**src/rtl/exlex_pkg.sv**
```systemverilog
// Shared types, codes and constants for the expression lexer.
`timescale 1ns / 1ps

package exlex_pkg;

   // Width of the wrapping byte position counter.
   localparam int POSITION_BITS = 16;
   localparam int LEN_BITS      = 16;
   localparam int OFFSET_BITS   = 16;
   localparam int KW_BITS       = 40;

   localparam int QUEUE_DEPTH = 4;
   localparam int QPTR_BITS   = $clog2(QUEUE_DEPTH);
   localparam int QCNT_BITS   = $clog2(QUEUE_DEPTH + 1);

   localparam logic [LEN_BITS-1:0] LEN_ZERO = '0;
   localparam logic [LEN_BITS-1:0] LEN_ONE  = LEN_BITS'(1);
   localparam logic [LEN_BITS-1:0] LEN_TWO  = LEN_BITS'(2);
   localparam logic [LEN_BITS-1:0] LEN_MAX  = '1;

   localparam logic [7:0] CH_NUL    = 8'h00;
   localparam logic [7:0] CH_SPACE  = 8'h20;
   localparam logic [7:0] CH_TAB    = 8'h09;
   localparam logic [7:0] CH_CR     = 8'h0D;
   localparam logic [7:0] CH_BANG   = 8'h21;
   localparam logic [7:0] CH_EQ     = 8'h3D;
   localparam logic [7:0] CH_PLUS   = 8'h2B;
   localparam logic [7:0] CH_MINUS  = 8'h2D;
   localparam logic [7:0] CH_STAR   = 8'h2A;
   localparam logic [7:0] CH_SLASH  = 8'h2F;
   localparam logic [7:0] CH_LPAREN = 8'h28;
   localparam logic [7:0] CH_RPAREN = 8'h29;
   localparam logic [7:0] CH_COMMA  = 8'h2C;
   localparam logic [7:0] CH_0      = 8'h30;
   localparam logic [7:0] CH_9      = 8'h39;
   localparam logic [7:0] CH_LA     = 8'h61;
   localparam logic [7:0] CH_LZ     = 8'h7A;
   localparam logic [7:0] CH_UA     = 8'h41;
   localparam logic [7:0] CH_UZ     = 8'h5A;

   localparam logic [KW_BITS-1:0] KW_IF    = 40'h00_0000_6966;
   localparam logic [KW_BITS-1:0] KW_FUN   = 40'h00_0066_756E;
   localparam logic [KW_BITS-1:0] KW_THEN  = 40'h00_7468_656E;
   localparam logic [KW_BITS-1:0] KW_ELSE  = 40'h00_656C_7365;
   localparam logic [KW_BITS-1:0] KW_TRUE  = 40'h00_7472_7565;
   localparam logic [KW_BITS-1:0] KW_FALSE = 40'h66_616C_7365;

   typedef enum logic [4:0] {
      KIND_IDENT   = 5'd0,
      KIND_INT     = 5'd1,
      KIND_TRUE    = 5'd2,
      KIND_FALSE   = 5'd3,
      KIND_IF      = 5'd4,
      KIND_THEN    = 5'd5,
      KIND_ELSE    = 5'd6,
      KIND_FUN     = 5'd7,
      KIND_PLUS    = 5'd8,
      KIND_MINUS   = 5'd9,
      KIND_STAR    = 5'd10,
      KIND_SLASH   = 5'd11,
      KIND_EQUAL   = 5'd12,
      KIND_EQQ     = 5'd13,
      KIND_NEQ     = 5'd14,
      KIND_LPAREN  = 5'd15,
      KIND_RPAREN  = 5'd16,
      KIND_COMMA   = 5'd17,
      KIND_ILLEGAL = 5'd18,
      KIND_EOF     = 5'd19
   } kind_type;

   // One token as it travels from the scanner to the output stage.
   typedef struct packed {
      kind_type                 kind;
      logic [OFFSET_BITS-1:0]   start_offset;
      logic [LEN_BITS-1:0]      length;
      logic                     last_of_run;
      logic [KW_BITS-1:0]       kw_chars;
   } token_type;

   // Up to two tokens written into the queue in one cycle.
   typedef struct packed {
      logic [1:0] count;
      token_type  tok0;
      token_type  tok1;
   } push_type;

endpackage

```
**src/rtl/exlex_if.sv**
```systemverilog
// Handshake channel interfaces for source bytes and tokens.
`timescale 1ns / 1ps

interface exlex_req_if
   import exlex_pkg::*;
();
   logic       valid;
   logic       ready;
   logic [7:0] ch;

   modport source (output valid, output ch, input ready);
   modport sink   (input valid, input ch, output ready);
endinterface

interface exlex_rsp_if
   import exlex_pkg::*;
();
   logic                   valid;
   logic                   ready;
   logic [4:0]             kind;
   logic [OFFSET_BITS-1:0] start_offset;
   logic [LEN_BITS-1:0]    length;
   logic                   last_of_run;

   modport source (output valid, output kind, output start_offset, output length,
                   output last_of_run, input ready);
   modport sink   (input valid, input kind, input start_offset, input length,
                   input last_of_run, output ready);
endinterface

```
**src/rtl/expression_lexer_core.sv**
```systemverilog
// Top level of the streaming expression lexer.
//
//  channel  direction  word
//  req_bus  in         one source byte (ch); zero ends the text
//  rsp_bus  out        one token: kind, start_offset, length, last_of_run
//
// One byte is taken per cycle while at least two token queue entries are free.
// A byte that closes a token and also yields one (operator, end of text) puts
// two tokens in the four-entry queue; the output register drains one per cycle
// unless rsp_bus stalls. A closed token passes the queue, then the output register.
// Reset (synchronous) clears scan mode, byte position, queue and output valid.
// Output stalls back up through the queue to req_bus.ready.
`timescale 1ns / 1ps

module expression_lexer_core
   import exlex_pkg::*;
(
   input  logic          clock,
   input  logic          reset,
   exlex_req_if.sink     req_bus,
   exlex_rsp_if.source   rsp_bus
);

   push_type  push;
   logic      space_ok;
   logic      pop;
   logic      head_valid;
   token_type head_tok;

   exlex_scan u_scan (
      .clock    (clock),
      .reset    (reset),
      .req_bus  (req_bus),
      .space_ok (space_ok),
      .push     (push)
   );

   exlex_queue u_queue (
      .clock      (clock),
      .reset      (reset),
      .push       (push),
      .space_ok   (space_ok),
      .pop        (pop),
      .head_valid (head_valid),
      .head_tok   (head_tok)
   );

   exlex_resolve u_resolve (
      .clock      (clock),
      .reset      (reset),
      .head_valid (head_valid),
      .head_tok   (head_tok),
      .pop        (pop),
      .rsp_bus    (rsp_bus)
   );

endmodule

```
**src/rtl/exlex_scan.sv**
```systemverilog
// Front end: accepts source bytes, tracks scan state and forms raw tokens.
`timescale 1ns / 1ps

module exlex_scan
   import exlex_pkg::*;
(
   input  logic         clock,
   input  logic         reset,
   exlex_req_if.sink    req_bus,
   input  logic         space_ok,
   output push_type     push
);

   typedef enum logic [4:0] {
      MODE_IDLE  = 5'b00001,
      MODE_INT   = 5'b00010,
      MODE_IDENT = 5'b00100,
      MODE_BANG  = 5'b01000,
      MODE_EQ    = 5'b10000
   } mode_type;

   mode_type                 mode_ff, mode_in;
   logic [KW_BITS-1:0]       kw_ff, kw_in;
   logic [POSITION_BITS-1:0] start_ff, start_in;
   logic [LEN_BITS-1:0]      len_ff, len_in, len_inc;
   logic [POSITION_BITS-1:0] pos_ff, pos_in;

   logic       accept;
   logic [7:0] c;
   logic       is_digit, is_alpha, is_space, rescan;
   logic       t0_valid, t1_valid;
   token_type  t0, t1;

   function automatic kind_type op_kind(input logic [7:0] b);
      kind_type k;
      case (b)
         CH_PLUS:   k = KIND_PLUS;
         CH_MINUS:  k = KIND_MINUS;
         CH_STAR:   k = KIND_STAR;
         CH_SLASH:  k = KIND_SLASH;
         CH_LPAREN: k = KIND_LPAREN;
         CH_RPAREN: k = KIND_RPAREN;
         CH_COMMA:  k = KIND_COMMA;
         default:   k = KIND_ILLEGAL;
      endcase
      return k;
   endfunction

   assign req_bus.ready = space_ok;
   assign accept        = req_bus.valid && space_ok;
   assign c             = req_bus.ch;

   assign is_digit = (c >= CH_0) && (c <= CH_9);
   assign is_alpha = ((c >= CH_LA) && (c <= CH_LZ)) || ((c >= CH_UA) && (c <= CH_UZ));
   assign is_space = (c == CH_SPACE) || ((c >= CH_TAB) && (c <= CH_CR));
   assign len_inc  = (len_ff == LEN_MAX) ? len_ff : len_ff + LEN_ONE;

   always_comb begin
      mode_in  = mode_ff;
      kw_in    = kw_ff;
      start_in = start_ff;
      len_in   = len_ff;
      pos_in   = pos_ff;
      rescan   = 1'b1;
      t0_valid = 1'b0;
      t1_valid = 1'b0;
      t0 = '{kind: KIND_INT, start_offset: OFFSET_BITS'(start_ff), length: len_ff,
             last_of_run: 1'b0, kw_chars: kw_ff};
      t1 = '{kind: KIND_EOF, start_offset: OFFSET_BITS'(pos_ff), length: LEN_ZERO,
             last_of_run: 1'b1, kw_chars: '0};

      // Close or extend the pending token.
      case (mode_ff)
         MODE_INT: begin
            if (is_digit) begin
               len_in = len_inc;
               rescan = 1'b0;
            end else begin
               t0_valid = 1'b1;
            end
         end
         MODE_IDENT: begin
            if (is_digit || is_alpha) begin
               len_in = len_inc;
               kw_in  = {kw_ff[KW_BITS-9:0], c};
               rescan = 1'b0;
            end else begin
               t0_valid = 1'b1;
               t0.kind  = KIND_IDENT;
            end
         end
         MODE_BANG, MODE_EQ: begin
            t0_valid = 1'b1;
            if (c == CH_EQ) begin
               t0.kind   = (mode_ff == MODE_BANG) ? KIND_NEQ : KIND_EQQ;
               t0.length = LEN_TWO;
               mode_in   = MODE_IDLE;
               rescan    = 1'b0;
            end else begin
               t0.kind   = (mode_ff == MODE_BANG) ? KIND_ILLEGAL : KIND_EQUAL;
               t0.length = LEN_ONE;
            end
         end
         default: ;
      endcase

      if (c == CH_NUL) begin
         t1_valid = 1'b1;
         mode_in  = MODE_IDLE;
         len_in   = LEN_ZERO;
         pos_in   = '0;
      end else begin
         if (rescan) begin
            mode_in = MODE_IDLE;
            if (is_space) begin
               mode_in = MODE_IDLE;
            end else if (is_digit || is_alpha) begin
               mode_in  = is_digit ? MODE_INT : MODE_IDENT;
               start_in = pos_ff;
               len_in   = LEN_ONE;
               kw_in    = KW_BITS'(c);
            end else if (c == CH_BANG || c == CH_EQ) begin
               mode_in  = (c == CH_BANG) ? MODE_BANG : MODE_EQ;
               start_in = pos_ff;
               len_in   = LEN_ONE;
            end else begin
               t1_valid  = 1'b1;
               t1.kind   = op_kind(c);
               t1.length = LEN_ONE;
            end
         end
         pos_in = pos_ff + 1'b1;
      end

      // The later of the two tokens closes the run.
      t0.last_of_run = !t1_valid;
   end

   always_comb begin
      push.count = accept ? (2'(t0_valid) + 2'(t1_valid)) : 2'd0;
      push.tok0  = t0_valid ? t0 : t1;
      push.tok1  = t1;
   end

   always_ff @(posedge clock) begin
      if (reset) begin
         mode_ff <= MODE_IDLE;
         pos_ff  <= '0;
      end else if (accept) begin
         mode_ff <= mode_in;
         pos_ff  <= pos_in;
      end
   end

   always_ff @(posedge clock) begin
      if (accept) begin
         kw_ff    <= kw_in;
         start_ff <= start_in;
         len_ff   <= len_in;
      end
   end

`ifndef SYNTHESIS
   a_eot_clears_pos: assert property (@(posedge clock) disable iff (reset)
      accept && c == CH_NUL |=> pos_ff == '0 && mode_ff == MODE_IDLE)
      else $error("end of text did not clear position and mode");
   a_push_fits: assert property (@(posedge clock) disable iff (reset)
      push.count != 2'd0 |-> space_ok && req_bus.valid)
      else $error("token pushed without an accepted word");
   a_mode_onehot: assert property (@(posedge clock) disable iff (reset)
      $onehot(mode_ff))
      else $error("scan mode is not one-hot");
`endif

endmodule

```
**src/rtl/exlex_queue.sv**
```systemverilog
// Token queue between scanner and output stage: two writes, one read per cycle.
`timescale 1ns / 1ps

module exlex_queue
   import exlex_pkg::*;
(
   input  logic      clock,
   input  logic      reset,
   input  push_type  push,
   output logic      space_ok,
   input  logic      pop,
   output logic      head_valid,
   output token_type head_tok
);

   token_type                entry_ff [QUEUE_DEPTH];
   logic [QPTR_BITS-1:0]     wptr_ff, wptr_in, rptr_ff, rptr_in;
   logic [QCNT_BITS-1:0]     count_ff, count_in;
   logic [QPTR_BITS-1:0]     wptr_next;

   // Accept a byte only when both possible tokens fit.
   assign space_ok   = count_ff <= QCNT_BITS'(QUEUE_DEPTH - 2);
   assign head_valid = count_ff != '0;
   assign head_tok   = entry_ff[rptr_ff];
   assign wptr_next  = wptr_ff + 1'b1;

   always_comb begin
      wptr_in  = wptr_ff + QPTR_BITS'(push.count);
      rptr_in  = rptr_ff + QPTR_BITS'(pop);
      count_in = count_ff + QCNT_BITS'(push.count) - QCNT_BITS'(pop);
   end

   always_ff @(posedge clock) begin
      if (reset) begin
         wptr_ff  <= '0;
         rptr_ff  <= '0;
         count_ff <= '0;
      end else begin
         wptr_ff  <= wptr_in;
         rptr_ff  <= rptr_in;
         count_ff <= count_in;
      end
   end

   always_ff @(posedge clock) begin
      if (push.count != 2'd0) begin
         entry_ff[wptr_ff] <= push.tok0;
      end
      if (push.count == 2'd2) begin
         entry_ff[wptr_next] <= push.tok1;
      end
   end

`ifndef SYNTHESIS
   a_count_bound: assert property (@(posedge clock) disable iff (reset)
      count_ff <= QCNT_BITS'(QUEUE_DEPTH))
      else $error("token queue overflow");
   a_pop_nonempty: assert property (@(posedge clock) disable iff (reset)
      pop |-> count_ff != '0)
      else $error("token queue underflow");
   a_ptr_track: assert property (@(posedge clock) disable iff (reset)
      count_ff == '0 |-> wptr_ff == rptr_ff)
      else $error("empty queue with pointers apart");
`endif

endmodule

```
**src/rtl/exlex_resolve.sv**
```systemverilog
// Back end: resolves keywords and drives the registered token output.
`timescale 1ns / 1ps

module exlex_resolve
   import exlex_pkg::*;
(
   input  logic          clock,
   input  logic          reset,
   input  logic          head_valid,
   input  token_type     head_tok,
   output logic          pop,
   exlex_rsp_if.source   rsp_bus
);

   logic                   valid_ff;
   kind_type               kind_ff, kind_in;
   logic [OFFSET_BITS-1:0] start_ff;
   logic [LEN_BITS-1:0]    len_ff;
   logic                   last_ff;
   logic                   load;

   function automatic kind_type ident_kind(input logic [LEN_BITS-1:0] len,
                                           input logic [KW_BITS-1:0] kw);
      kind_type k;
      k = KIND_IDENT;
      if (len == LEN_BITS'(2) && kw == KW_IF) k = KIND_IF;
      if (len == LEN_BITS'(3) && kw == KW_FUN) k = KIND_FUN;
      if (len == LEN_BITS'(4)) begin
         if (kw == KW_THEN) k = KIND_THEN;
         if (kw == KW_ELSE) k = KIND_ELSE;
         if (kw == KW_TRUE) k = KIND_TRUE;
      end
      if (len == LEN_BITS'(5) && kw == KW_FALSE) k = KIND_FALSE;
      return k;
   endfunction

   assign load = !valid_ff || rsp_bus.ready;
   assign pop  = load && head_valid;

   always_comb begin
      kind_in = head_tok.kind;
      if (head_tok.kind == KIND_IDENT) begin
         kind_in = ident_kind(head_tok.length, head_tok.kw_chars);
      end
   end

   always_ff @(posedge clock) begin
      if (reset) begin
         valid_ff <= 1'b0;
      end else if (load) begin
         valid_ff <= head_valid;
      end
   end

   always_ff @(posedge clock) begin
      if (pop) begin
         kind_ff  <= kind_in;
         start_ff <= head_tok.start_offset;
         len_ff   <= head_tok.length;
         last_ff  <= head_tok.last_of_run;
      end
   end

   assign rsp_bus.valid        = valid_ff;
   assign rsp_bus.kind         = kind_ff;
   assign rsp_bus.start_offset = start_ff;
   assign rsp_bus.length       = len_ff;
   assign rsp_bus.last_of_run  = last_ff;

`ifndef SYNTHESIS
   a_hold_valid: assert property (@(posedge clock) disable iff (reset)
      valid_ff && !rsp_bus.ready |=> valid_ff)
      else $error("output word dropped while stalled");
   a_hold_word: assert property (@(posedge clock) disable iff (reset)
      valid_ff && !rsp_bus.ready |=> $stable(kind_ff) && $stable(start_ff) &&
      $stable(len_ff) && $stable(last_ff))
      else $error("output word changed while stalled");
   a_pop_loads: assert property (@(posedge clock) disable iff (reset)
      pop |=> valid_ff)
      else $error("popped token not presented");
`endif

endmodule

```
**src/flat_wrapper.sv**
```systemverilog
// flat-port wrapper written by rule: the top's interface ports become plain ports
module expression_lexer_core_flat import exlex_pkg::*;
  (clock, reset, req_bus_valid, req_bus_ch, req_bus_ready, rsp_bus_valid, rsp_bus_kind, rsp_bus_start_offset, rsp_bus_length, rsp_bus_last_of_run, rsp_bus_ready);
  exlex_req_if req_bus_i ();
  exlex_rsp_if rsp_bus_i ();
  input  logic clock;
  input  logic reset;
  input wire logic [$bits(req_bus_i.valid)-1:0] req_bus_valid;
  input wire logic [$bits(req_bus_i.ch)-1:0] req_bus_ch;
  output wire logic [$bits(req_bus_i.ready)-1:0] req_bus_ready;
  output wire logic [$bits(rsp_bus_i.valid)-1:0] rsp_bus_valid;
  output wire logic [$bits(rsp_bus_i.kind)-1:0] rsp_bus_kind;
  output wire logic [$bits(rsp_bus_i.start_offset)-1:0] rsp_bus_start_offset;
  output wire logic [$bits(rsp_bus_i.length)-1:0] rsp_bus_length;
  output wire logic [$bits(rsp_bus_i.last_of_run)-1:0] rsp_bus_last_of_run;
  input wire logic [$bits(rsp_bus_i.ready)-1:0] rsp_bus_ready;
  assign req_bus_i.valid = req_bus_valid;
  assign req_bus_i.ch = req_bus_ch;
  assign req_bus_ready = req_bus_i.ready;
  assign rsp_bus_valid = rsp_bus_i.valid;
  assign rsp_bus_kind = rsp_bus_i.kind;
  assign rsp_bus_start_offset = rsp_bus_i.start_offset;
  assign rsp_bus_length = rsp_bus_i.length;
  assign rsp_bus_last_of_run = rsp_bus_i.last_of_run;
  assign rsp_bus_i.ready = rsp_bus_ready;
  expression_lexer_core u_core (.clock(clock), .reset(reset), .req_bus(req_bus_i), .rsp_bus(rsp_bus_i));
endmodule
```
**config.mk**
```make
export PLATFORM = sky130hd
export DESIGN_NAME = expression_lexer_core_flat
export DESIGN_NICKNAME = d
export VERILOG_FILES = /design/src/rtl/exlex_pkg.sv /design/src/rtl/exlex_if.sv /design/src/rtl/expression_lexer_core.sv /design/src/rtl/exlex_scan.sv /design/src/rtl/exlex_queue.sv /design/src/rtl/exlex_resolve.sv /design/src/flat_wrapper.sv
export SDC_FILE = /design/constraint.sdc
export NUM_CORES = 1
export LEC_CHECK = 0
export BUFFER_PORTS_ARGS = -buffer_cell sky130_fd_sc_hd__buf_2
export CORE_ASPECT_RATIO = 0.7
export CORE_MARGIN = 2
export CORE_UTILIZATION = 50
export DETAILED_ROUTE_END_ITERATION = 8
export HOLD_SLACK_MARGIN = 0.02
export PLACE_DENSITY = 0.66
export SYNTH_ARGS = -nofsm -noshare
export SYNTH_HDL_FRONTEND = slang
export SYNTH_HIERARCHICAL = 1
export SYNTH_SLANG_ARGS = --single-unit
```
**constraint.sdc**
```tcl
create_clock -name clock -period 17.64 [get_ports clock]
set_input_delay 0.882 -clock clock [delete_from_list [all_inputs] [get_ports clock]]
set_output_delay 0.882 -clock clock [all_outputs]
set_load 0.05 [all_outputs]
```
==> impl_metrics.json <==
{
  "die_x_um": 260,
  "synth_top_cells_by_count": "422 x edfxtp_1, 256 x mux2_2, 102 x nand2_1",
  "cp.arrival_ps": 5420,
  "period_share_pct": 29.8,
  "hold_class": "flop to flop",
  "reg2reg_depth": 9,
  "hold_depth": 2,
  "syn-instance-count": 1526,
  "drt_iter0_markers": 1090,
  "wirelength_um": 52200,
  "drc": 0,
  "post-route-min-period_ps": 5250,
  "ctsResizeCount": 0,
  "rsz0062_at_grt": "false",
  "synth_edf_count": 422,
  "drive_above_1_share_pct": 34.6,
  "seq_area_frac_synth_pct": 57.7,
  "yosysTopAreaCellShare_pct": 55.2,
  "syn-cell-area_sq_um": 23000,
  "synth.top_cells.by_area": "edfxtp_1 55%, mux2_2 13%, mux4_2 7.6%",
  "maxCapViolCount": 0,
  "antenna_cells": 0,
  "grt_usage_pct": 22.3,
  "clock-skew-final_ps": 28.6,
  "io_buffers": 51,
  "holdBufCountCts": 0,
  "grt_pass1_vias": 12900,
  "finalHoldViolCount": 0,
  "crit_path_max_fanout": 46,
  "max_freq_mhz": 191,
  "place_area_sq_um": 23500,
  "ios": 52,
  "grt_max_degree": 62,
  "power_leakage_nw": 9.18,
  "start_util_pct": 50.8,
  "clock_sinks": 451,
  "grt_util_met3_pct": 3.10,
  "die_y_um": 183,
  "grt-ovfl-total": 0,
  "reg2reg_to": "u_core/u_queue/entry_ff[2][32]",
  "yosys_warnings": 6,
  "final_area_sq_um": 24900,
  "via_per_inst": 5.89,
  "yosysUniqueCellTypes": 89,
  "hold_path_end": "u_core/u_scan/mode_ff[0]",
  "antenna_left": 0,
  "use_met1_pct": 33.9,
  "outcome": "complete, no violations",
  "placementRows": 65,
  "cp.required_ps": 17810,
  "setup.worst_path.class": "primary input to flop",
  "cp-start-kind": "primary input",
  "worstSkewPairLatency_ps": 560,
  "grtUsageMet2_pct": 33.9,
  "grt-busiest-layer": "met1",
  "vias": 13000,
  "slew_violations": 0,
  "htree_levels": 2,
  "setup-tns-final_ps": 0,
  "cts_setup_buffers": 0,
  "vdd_drop_max_v": 0.0000891,
  "r2r_slack_ps": 12580,
  "drt_pre_antenna_iters": 7,
  "ys_ff_latch": 451,
  "setup_violations": 0,
  "fillCellCount": 3719,
  "synthToLayoutAreaGrowth_pct": 8.34,
  "root_buffer": "clkbuf_16",
  "grt_pass1_wl_um": 80700,
  "endpoint_kind": "flop",
  "p_per_area_nw_per_um2": 122,
  "clockBufferDepth": 3,
  "final_nets": 1580,
  "yosysTopAreaCell": "edfxtp_1",
  "core_sq_um": 45200,
  "path_clk_slew_ps": 60,
  "hpwl_um": 31800,
  "r2r-start": "u_core/u_scan/mode_ff[3]",
  "die_area_sq_um": 47700,
  "maxSlewHeadroom_pct": 11.1,
  "fin_hold_ws_ps": 560,
  "avgSynthCellArea_sq_um": 15.1,
  "hold_path.startpoint": "u_core/u_scan/mode_ff[0]",
  "cts_tree": "done",
  "synthArstFlopShare_pct": 0,
  "yosys_most_used_dff": "edfxtp_1",
  "synth_most_common_cell": "edfxtp_1",
  "gp_congestion": 0.827,
  "worst_pin_slew_ps": 1320,
  "cts_buffers": 45,
  "crit_path_start": "req_bus_ch[0]",
  "grt_antenna_before_repair": 0,
  "wl_per_cell_um": 23.8
}
[logic make-up (layout without fill, tap and decap cells)]
group                    count (synthesis)  count (layout)  synth area share (%)
AO/OA/AOI/OAI                          112             112                  3.23
XOR/XNOR                                23              23                  1.00
adder cells (fa/ha/maj)                  9               9                 0.523
buffers and inverters                  160             175                  4.20
flip-flops                             451             451                  57.7
multiplexers                           411             411                  24.7
other                                    2              56                0.0327
AND/OR/NAND/NOR                        358             358                  8.61
[layout by cell type (no fill, tap or decap), types with 46 or more instances in the layout]
| cell type | n |
|---|---|
| nand2_1 | 102 |
| conb_1 | 56 |
| mux2_2 | 256 |
| nor2_1 | 55 |
| clkbuf_16 | 46 |
| buf_2 | 51 |
| edfxtp_1 | 422 |
| a21oi_1 | 50 |
| and2_1 | 53 |
| mux2_4 | 46 |
| mux4_2 | 78 |
[critical path, stage by stage]
cell,delay [ps]
buf_2,160
or3_1,470
o221ai_4,340
o21ai_0,280
nor2_1,320
ha_1,210
inv_1,80
nor2_1,430
and4bb_4,800
o21bai_4,630
buf_4,770
[through the flow]
| step | instances | total power [mW] | utilization, % | setup slack, ps |
|---|---|---|---|---|
| final | 2198 | 3.04 | 55.0 | 12390 |
| after global routing | 2198 | 3.17 | 55.0 | 12020 |
| after CTS | 2198 | 3.08 | 55.0 | 12370 |
| after detailed placement | 2115 | 2.16 | 52.0 | 11830 |
| after global placement | 2115 | 2.15 | 52.0 | 11960 |
| after floorplan | 1580 | 1.97 | - | 8640 |
[final cells by class]
| type | instances | area, sq um | share of cell area, % |
|---|---|---|---|
| Sequential cell | 451 | 13300 | 53.3 |
| Inverter | 19 | 71.3 | 0.287 |
| Clock buffer | 62 | 1210 | 4.87 |
| Clock inverter | 21 | 155 | 0.623 |
| Tap cell | 603 | 754 | 3.03 |
| Timing Repair Buffer | 73 | 420 | 1.69 |
| Multi-Input combinational cell | 969 | 9020 | 36.2 |
[sequential cells by signal, summed over array words and instances (netlist names), 16 cells and up]
register / cells
u_core/u_queue/entry_ff: 312
u_core/u_resolve/rsp_bus.length: 16
u_core/u_resolve/rsp_bus.start_offset: 16
u_core/u_scan/kw_ff: 40
u_core/u_scan/len_ff: 16
u_core/u_scan/pos_ff: 16
u_core/u_scan/start_ff: 16
[layer usage]
layer  part of all wire (%)  vias to the layer above
met1                     47                     6675
met3                    5.2                       68
li1                       -                     5857
met2                     45                      355
met5                      0                        -
met4                    2.2                        0
[power by group]
group	switching (mW)	internal, mW
Sequential	0.0806	1.34
Combinational	0.487	0.227
Clock	0.400	0.510
[worst max-delay path by stage]
stage,depth (start not counted),to,slack [ps]
floorplan,11,u_core/u_queue/entry_ff[0][0],8640
global placement,11,u_core/u_queue/entry_ff[2][11],11960
detailed placement,11,u_core/u_queue/entry_ff[2][11],11830
CTS,11,u_core/u_queue/entry_ff[2][32],12370
global route,11,u_core/u_queue/entry_ff[2][32],12020
finish,11,u_core/u_queue/entry_ff[2][32],12390
No activity file was read; power rests on OpenSTA's default activity.
